## config.mk

```make
export PLATFORM = sky130hd
export DESIGN_NAME = bmn_queue
export DESIGN_NICKNAME = d
export VERILOG_FILES = /design/src/rtl/core/bmn_queue.sv
export SDC_FILE = /design/constraint.sdc
export NUM_CORES = 1
export LEC_CHECK = 0
export ABC_CLOCK_PERIOD_IN_PS = 1300
export BUFFER_PORTS_ARGS = -buffer_cell sky130_fd_sc_hd__buf_2
export CAP_MARGIN = 20
export CORE_AREA = 2 2 39 41
export CTS_CLUSTER_DIAMETER = 80
export DETAILED_ROUTE_END_ITERATION = 8
export DIE_AREA = 0 0 41 43
export GPL_TIMING_DRIVEN = 0
export SLEW_MARGIN = 25
export SYNTH_ARGS = -nofsm -noshare
export SYNTH_HDL_FRONTEND = slang
export SYNTH_SLANG_ARGS = --single-unit
```

## constraint.sdc

```tcl
create_clock -name aclk -period 1.3 [get_ports aclk]
set_input_delay 0.26 -clock aclk [delete_from_list [all_inputs] [get_ports aclk]]
set_output_delay 0.26 -clock aclk [all_outputs]
set_load 0.1 [all_outputs]
```

## src/rtl/core/bmn_queue.sv

```systemverilog
// Two-entry queue of finished block descriptors between front and back.
// Self-contained; no package items needed.
module bmn_queue #(
    parameter int W = 1
) (
    input  logic         aclk,
    input  logic         aresetn,
    input  logic         push,
    input  logic [W-1:0] push_data,
    input  logic         pop,
    output logic         not_empty,
    output logic [W-1:0] head
);
    logic [W-1:0] d0_reg, d1_reg;
    logic [1:0]   count_reg, after_pop;

    assign not_empty = (count_reg != 2'd0);
    assign head      = d0_reg;
    assign after_pop = count_reg - {1'b0, pop};

    always_ff @(posedge aclk) begin
        if (push && (after_pop == 2'd0)) begin
            d0_reg <= push_data;
        end else if (pop) begin
            d0_reg <= d1_reg;
        end
        if (push && (after_pop != 2'd0)) begin
            d1_reg <= push_data;
        end
    end

    always_ff @(posedge aclk) begin
        if (!aresetn) begin
            count_reg <= '0;
        end else begin
            count_reg <= after_pop + {1'b0, push};
        end
    end

endmodule

```

==> flow_summary_export.csv <==
group,metric,value,unit
run_status,status,"finished, violations left",
run_status,violations,"negative setup slack",
setup_path,crit_chain,"inv_2, ha_4, xnor2_4, nand3_2, mux2_4",
setup_path,worst_ep_arrival_time,1.32,ns
placement,io_buffers,6,
setup_path,worst_setup_path_end_kind,"flop",
setup_path,worst_path_max_delay_cell,"dfxtp_2",
cts,cts_sinks,4,
power,leakagePower,0.150,nW
placement,dp_cells,39,
die,initial_core_util,0.156,
cts,insertion_delay,0.25,ns
setup_path,critPathLaunchType,"flop",
final_layout,layout_commonest_cell,"buf_2",
synth,synth_area_leaders,"edfxtp_1 (28%), dfxtp_1 (19%), ha_1 (12%)",
cts,cts_tree,"yes",
die,pin_count,7,
final_layout,finalNetCount,37,
sta,post-route-min-period,1.32,ns
die,die_x,41,um
final_layout,drive_gt1_frac,0.690,
synth,syn_inst,17,
synth,synth_top_cell_by_area,"edfxtp_1",
cts,cts-buffers-inserted,3,
global_route,grt_pass1_vias,155,
sta,finalClockSkew,0.00804,ns
detailed_routing,wl,394,um
final_layout,nFillCells,156,
cts,cts_root_buf,"clkbuf_4",
power,irDropWorstVdd,0.000650,V
synth,synth.net_count,24,
placement,place_worst_setup_slack,-0.181,ns
final_layout,area_delta_synth_final,64.5,%
synth,synth_top_area_frac,0.279,
power,power.density,2040,nW/um^2
die,core,1380,um^2
global_route,overflow,0,
cts,clkTransAtPathRegs,0.05,ns
detailed_routing,routed_via_density,3.44,
min_path,holdCritPathClass,"in2reg",
global_route,grtUsageTotal,0.0685,
sta,fin_setup_tns,-0.0231,ns
sta,max_freq,756,MHz
final_layout,utilization,0.256,
die,die_h,43,um
sta,hold_viol,0,
setup_path,crit_buf_inv,1,
sta,timing.final.max_slew_violations,0,
placement,place_area,268,um^2
sta,whs,0.204,ns
placement,routabilityCongestion,0.596,
sta,finalSetupViolations,1,
setup_path,path_max_fanout,2,
global_route,grt_pass1_wl,655,um
final_layout,design_area,354,um^2
synth,ys_types,12,
sta,setup_ws,-0.0231,ns
final_layout,n_antenna_cell,0,
detailed_routing,antenna_left,0,
synth,synth-seq-cells,4,
power,finalPower,0.722,mW
setup_path,path_class,"reg2reg",
sta,slew_headroom,0.680,
run,maxCapViolCount,0,
sta,rsz0062_at_grt,"yes",
detailed_routing,drcViolationCount,0,
synth,synth-seq-area-share,0.465,
detailed_routing,wl_per_cell,8.76,um
cts,htreeDepth,1,
detailed_routing,num_vias,155,
cts,clock_path_buffers,2,
die,rows,14,
sta,finalCritPeriodShare,1.02,
detailed_routing,dr.pass1.iters,1,
synth,syn_avg_cell_area,12.7,um^2
sta,worst_pin_slew,0.484,ns
setup_path,cp_top_family,"flip-flops",
setup_path,critPathMaxStageDelay,0.33,ns
final_layout,final_cell_mix,"buf_2 (5), clkbuf_4 (3)",
detailed_routing,drt_iter0_markers,0,
setup_path,critPathRequiredTime,1.30,ns
synth,synth_area,215,um^2
final_layout,largest_register_ffs,2,
synth,yosysWarnings,0,
global_route,antenna_found_initial,0,
die,die_area,1760,um^2
global_route,grt_max_degree,4,
final_layout,instances_no_fill,45,
-- worst paths after layout --
kind,from,end,slack [ns],cells after the start
setup / recovery,count_reg[0],head,-0.02,5
hold / removal,push_data,d1_reg,0.20,1
setup reg to reg,count_reg[0],head,-0.02,5
hold reg to reg,d1_reg,head,0.55,1
-- synth_stat cells (all sizes together) --
| cell | count |
|---|---|
| a21boi | 1 |
| and2 | 2 |
| dfxtp | 2 |
| edfxtp | 2 |
| ha | 2 |
| inv | 2 |
| mux2 | 1 |
| nand2b | 1 |
| nand3 | 1 |
| or2 | 1 |
| xnor2 | 2 |
-- area by class of cell --
type / count / area [um^2] / share of cell area
timing repair buffer: 8 / 60.1 / 0.170
clock buffer: 4 / 26.3 / 0.0742
inverter: 2 / 7.51 / 0.0212
sequential: 4 / 103 / 0.290
tap: 16 / 20.0 / 0.0565
multi-input combinational: 11 / 138 / 0.389
-- logic make-up after synthesis --
family / Yosys count / synth area share
simple gates: 5 / 0.163
compound gates: 1 / 0.0349
xor+xnor: 2 / 0.116
flops: 4 / 0.465
fa+ha+maj: 2 / 0.116
buf+inv: 2 / 0.0349
mux: 1 / 0.0697
-- worst reg2reg max path, stage by stage, from the launching register on --
cell	delay (ns)
dfxtp_2	0.33
inv_2	0.04
ha_4	0.16
xnor2_4	0.15
nand3_2	0.10
mux2_4	0.30
-- where the power goes --
group	internal (mW)	total [mW]	switching, mW	leakage (nW)
combinational	0.164	0.355	0.191	0.0986
sequential	0.163	0.183	0.0195	0.0367
clock	0.116	0.184	0.0678	0.0150
-- routing by layer --
| metal | global-route usage | vias up | wire [um] | part of all wire |
|---|---|---|---|---|
| met5 | 0 | - | 0 | 0 |
| met4 | 0.100 | 0 | 0 | 0 |
| met3 | 0.0524 | 0 | 43 | 0.11 |
| met2 | 0.0750 | 7 | 180 | 0.46 |
| met1 | 0.0617 | 68 | 170 | 0.43 |
| li1 | - | 80 | - | - |
-- what timing repair did --
item | 4_1_cts | 5_1_grt
pin swaps | 3 | 1
gates resized for setup | 10 | 2
setup buffers | 2 | 0
endpoints found under the setup margin | 2 | 3
hold buffers | 0 | 0
No activity file was read; power rests on OpenSTA's default activity.
