--- config.mk ---
export PLATFORM = sky130hd
export DESIGN_NAME = bmn_front
export DESIGN_NICKNAME = d
export VERILOG_FILES = /design/src/rtl/core/bmn_pkg.sv /design/src/rtl/core/bmn_front.sv
export SDC_FILE = /design/constraint.sdc
export NUM_CORES = 2
export LEC_CHECK = 0
export BUFFER_PORTS_ARGS = -buffer_cell sky130_fd_sc_hd__buf_2
export CORE_MARGIN = 2
export CORE_UTILIZATION = 55
export CTS_CLUSTER_SIZE = 30
export DETAILED_ROUTE_END_ITERATION = 10
export PLACE_DENSITY = 0.78
export SLEW_MARGIN = 25
export SYNTH_ARGS = -nofsm -noshare
export SYNTH_HDL_FRONTEND = slang
export SYNTH_SLANG_ARGS = --single-unit
--- constraint.sdc ---
create_clock -name aclk -period 13.8 [get_ports aclk]
set_input_delay 2.07 -clock aclk [delete_from_list [all_inputs] [get_ports aclk]]
set_output_delay 2.07 -clock aclk [all_outputs]
set_load 0.02 [all_outputs]
--- src/rtl/core/bmn_pkg.sv ---
// Package for the block mean and norm normalizer.
// Default sizes and fixed-point constants shared by bmn_front, bmn_back and the top level.
package bmn_pkg;

    localparam int DEF_BLOCK_DEPTH = 64;
    localparam int DEF_SAMPLE_BITS = 16;
    localparam int OUT_BITS        = 16;
    localparam int SCALE_SHIFT     = 16;
    localparam int QUOT_BITS       = 32;
    localparam int ROOT_STEPS      = 16;

endpackage

--- src/rtl/core/bmn_front.sv ---
// Front part: item intake, running sums and the double-banked sample store.
// Depends on bmn_pkg for default sizes.
module bmn_front #(
    parameter int BLOCK_DEPTH = bmn_pkg::DEF_BLOCK_DEPTH,
    parameter int SAMPLE_BITS = bmn_pkg::DEF_SAMPLE_BITS,
    localparam int NB    = $clog2(BLOCK_DEPTH + 1),
    localparam int AW    = $clog2(BLOCK_DEPTH),
    localparam int SUM_W = SAMPLE_BITS + NB,
    localparam int SQ_W  = 2 * SAMPLE_BITS + NB,
    localparam int DW    = 1 + SQ_W + SUM_W + NB
) (
    input  logic                   aclk,
    input  logic                   aresetn,
    input  logic                   in_valid,
    output logic                   in_ready,
    input  logic [SAMPLE_BITS-1:0] in_sample,
    input  logic                   in_last,
    output logic                   push,
    output logic [DW-1:0]          push_data,
    input  logic                   release_bank,
    input  logic [AW:0]            rd_addr,
    output logic [SAMPLE_BITS-1:0] rd_data
);
    logic [SAMPLE_BITS-1:0] mem [2 ** (AW + 1)];

    logic [NB-1:0]            fill_reg, fill_next;
    logic signed [SUM_W-1:0]  sum_reg, sum_next;
    logic [SQ_W-1:0]          sq_reg, sq_next;
    logic                     drop_reg, drop_next;
    logic                     bank_reg;
    logic [1:0]               used_reg, used_next;
    logic                     take, room;
    logic signed [SAMPLE_BITS-1:0]   x;
    logic signed [2*SAMPLE_BITS-1:0] xe, xx;

    assign x        = in_sample;
    assign xe       = (2 * SAMPLE_BITS)'(x);
    assign xx       = xe * xe;
    assign in_ready = (used_reg != 2'd2);
    assign take     = in_valid & in_ready;
    assign room     = fill_reg < NB'(BLOCK_DEPTH);
    assign push     = take & in_last;

    always_comb begin
        fill_next = room ? fill_reg + NB'(1) : fill_reg;
        sum_next  = room ? sum_reg + SUM_W'(x) : sum_reg;
        sq_next   = room ? sq_reg + SQ_W'($unsigned(xx)) : sq_reg;
        drop_next = drop_reg | ~room;
        push_data = {drop_next, sq_next, sum_next, fill_next};
        used_next = used_reg + {1'b0, push} - {1'b0, release_bank};
    end

    always_ff @(posedge aclk) begin
        if (take && room) begin
            mem[{bank_reg, fill_reg[AW-1:0]}] <= in_sample;
        end
        rd_data <= mem[rd_addr];
    end

    always_ff @(posedge aclk) begin
        if (!aresetn) begin
            fill_reg <= '0;
            sum_reg  <= '0;
            sq_reg   <= '0;
            drop_reg <= 1'b0;
            bank_reg <= 1'b0;
            used_reg <= '0;
        end else begin
            used_reg <= used_next;
            if (take) begin
                if (in_last) begin
                    fill_reg <= '0;
                    sum_reg  <= '0;
                    sq_reg   <= '0;
                    drop_reg <= 1'b0;
                    bank_reg <= ~bank_reg;
                end else begin
                    fill_reg <= fill_next;
                    sum_reg  <= sum_next;
                    sq_reg   <= sq_next;
                    drop_reg <= drop_next;
                end
            end
        end
    end

endmodule

==> out/results.ini <==
[status]
status = complete, no violations

[cts]
cts_made_buffers = 201
clock_sinks = 2137
holdBufCountCts = 0
clock_latency_ns = 0.86
clockBufferDepth = 3
clk_pin_slew_ns = 0.06
cts_tree = done
clockRootBuffer = clkbuf_16
cts_setup_buffers = 0
htree_levels = 4
cts_resized = 0

[timing]
setup_viol = 0
slew_violations = 0
tns_ns = 0
period_needed_ns = 12.69
hold_viol_final = 0
tightestPinTransition_ns = 1.12
rsz0062_at_grt = false
final.setup_skew_ns = 0.0801
fin_crit_sh = 0.919
slew-limit-headroom = 0.255
fmax_mhz = 78.8

[power_and_ir_drop]
vdd_drop_max_mv = 2.27
p_leak_nw = 35.3
power.density_nw_per_um2 = 235

[synthesis]
ys_seq_elements = 2137
yosysUniqueCellTypes = 74
synth_nets = 5238
synthCells = 4830
ys_seq_area_frac = 0.678
async_reset_ff_frac = 0
ys_warn_count = 0
ys.flop_type = edfxtp_1
syn_avg_cell_area_um2 = 19.3
synth_edf_count = 2048
synth_area_um2 = 93300

[floorplanning]
die_w_um = 416
rows = 151
pin_count = 116
coreArea_um2 = 169000
start_util = 0.552
die_y_um = 416
die-area_um2 = 173000

[setup_path]
endpoint_kind = output pin
required_ns = 11.73
path_max_fanout = 100
cp-start-kind = input port
arrival_ns = 10.62
worstSetupPathType = in -> out

[run]
cap_violations = 0

[placement]
gp_congestion = 0.842
portBuffers = 115
dp_hpwl_mm = 133

[global_routing]
grt_pass1_wl_mm = 352
grt_start_max_net_pins = 147
grt-ovfl-total = 0
gr-usage-all-layers = 0.282
antenna_found_initial = 11
grt_pass1_vias = 50500

[routing]
drc = 0
drtPass1Iterations = 6
drt_iter0_markers = 6890
routed_wl_mm = 240
drtAntennaViolNets = 0
wl_per_cell_um = 32.1
vias_per_cell = 6.54
vias = 48900

[hold_path]
min_path_type = reg -> reg

[final_layout]
area_delta_synth_final_pct = 11.6
final_cell_mix = edfxtp_1 (2,048), mux4_2 (672), inv_1 (336)
drive_gt1_frac = 0.253
utilization = 0.616
largest_reg_flops = 2048
finalNetCount = 5497
final_common_cell = edfxtp_1

## cells in the mapped netlist, types with 34 or more instances
library cell	number	area, um^2
and2_1	45	282
xnor2_1	56	490
clkbuf_1	148	556
a21o_1	34	255
inv_1	336	1260
xor2_1	46	403
a21oi_1	70	350
mux4_2	672	15100
edfxtp_1	2048	61500
o21ai_0	93	465
ha_1	142	1780
fa_1	238	4760
dfxtp_1	89	1780
nor2_1	241	905
buf_2	55	275
nand2_1	195	732
## cell families (layout without fill, tap and decap cells)
family,Yosys count,after routing,share of synthesized area
compound gates,329,329,0.0230
xor+xnor,102,102,0.00958
fa+ha+maj,380,380,0.0701
mux,706,706,0.166
flops,2137,2137,0.678
other cells,0,4,0
simple gates,605,605,0.0286
buf+inv,571,999,0.0239
## layer usage
layer / wire length (um) / track usage / share of wire / up-vias
met2: 117000 / 0.451 / 0.49 / 3376
met1: 83900 / 0.377 / 0.35 / 25400
met5: 61 / 0 / 0.00025 / -
met4: 10100 / 0.107 / 0.042 / 8
met3: 29200 / 0.0716 / 0.12 / 532
li1: - / - / - / 19600
## per-stage QoR
step | cell area, um^2 | hold slack, ns | cells | worst slack (ns) | total power [mW]
2_1_floorplan | 93300 | 0.451 | 4830 | 2.29 | 15.6
3_3_place_gp | 97200 | 0.469 | 7104 | 1.11 | 18.5
3_5_place_dp | 97200 | 0.483 | 7104 | 1.02 | 18.6
4_1_cts | 104000 | 0.494 | 7476 | 0.949 | 24.4
5_1_grt | 104000 | 0.513 | 7476 | 0.539 | 25.9
6_report | 104000 | 0.490 | 7480 | 1.11 | 24.5
## worst paths after layout
| kind | from | to | slack (ns) | depth (start not counted) |
|---|---|---|---|---|
| worst max-delay path | in_sample[7] | push_data[68] | 1.11 | 26 |
| worst max register to register | sum_reg[0] | sum_reg[22] | 10.12 | 11 |
| worst min-delay path | sq_reg[23] | sq_reg[23] | 0.49 | 2 |
| worst min register to register | sq_reg[23] | sq_reg[23] | 0.49 | 2 |
## critical path, cell delays in order
cell and delay, ns:
buf_4 0.44, buf_4 0.92, nand2_1 0.17, fa_1 0.52
inv_1 0.08, fa_1 0.51, fa_1 0.60, fa_1 0.44
fa_1 0.49, inv_1 0.05, fa_1 0.48, inv_1 0.04
ha_1 0.31, and3_1 0.23, and4_1 0.26, a221oi_1 0.36
nand3_1 0.18, a31oi_1 0.25, xnor2_1 0.12, ha_1 0.40
and3_1 0.29, a41oi_1 0.22, o311a_1 0.47, nand3b_1 0.26
xnor2_1 0.18, buf_2 0.18
## cell type report
type	instances	area, um^2
Fill cell	11200	64800
Sequential cell	2137	63300
Multi-Input combinational cell	2122	27800
Clock buffer	249	5410
Tap cell	2218	2780
Timing Repair Buffer	290	2070
Clock inverter	123	1450
Inverter	337	1260
Antenna cell	4	10.0
## where the power goes
part	internal [mW]	leakage [nW]	switching, mW	total, mW
Combinational	4.29	12.8	7.27	11.6
Sequential	7.15	19.1	0.0307	7.19
Clock	3.33	3.36	2.43	5.76
Total	14.8	35.3	9.73	24.5
No activity file was read; power rests on OpenSTA's default activity.
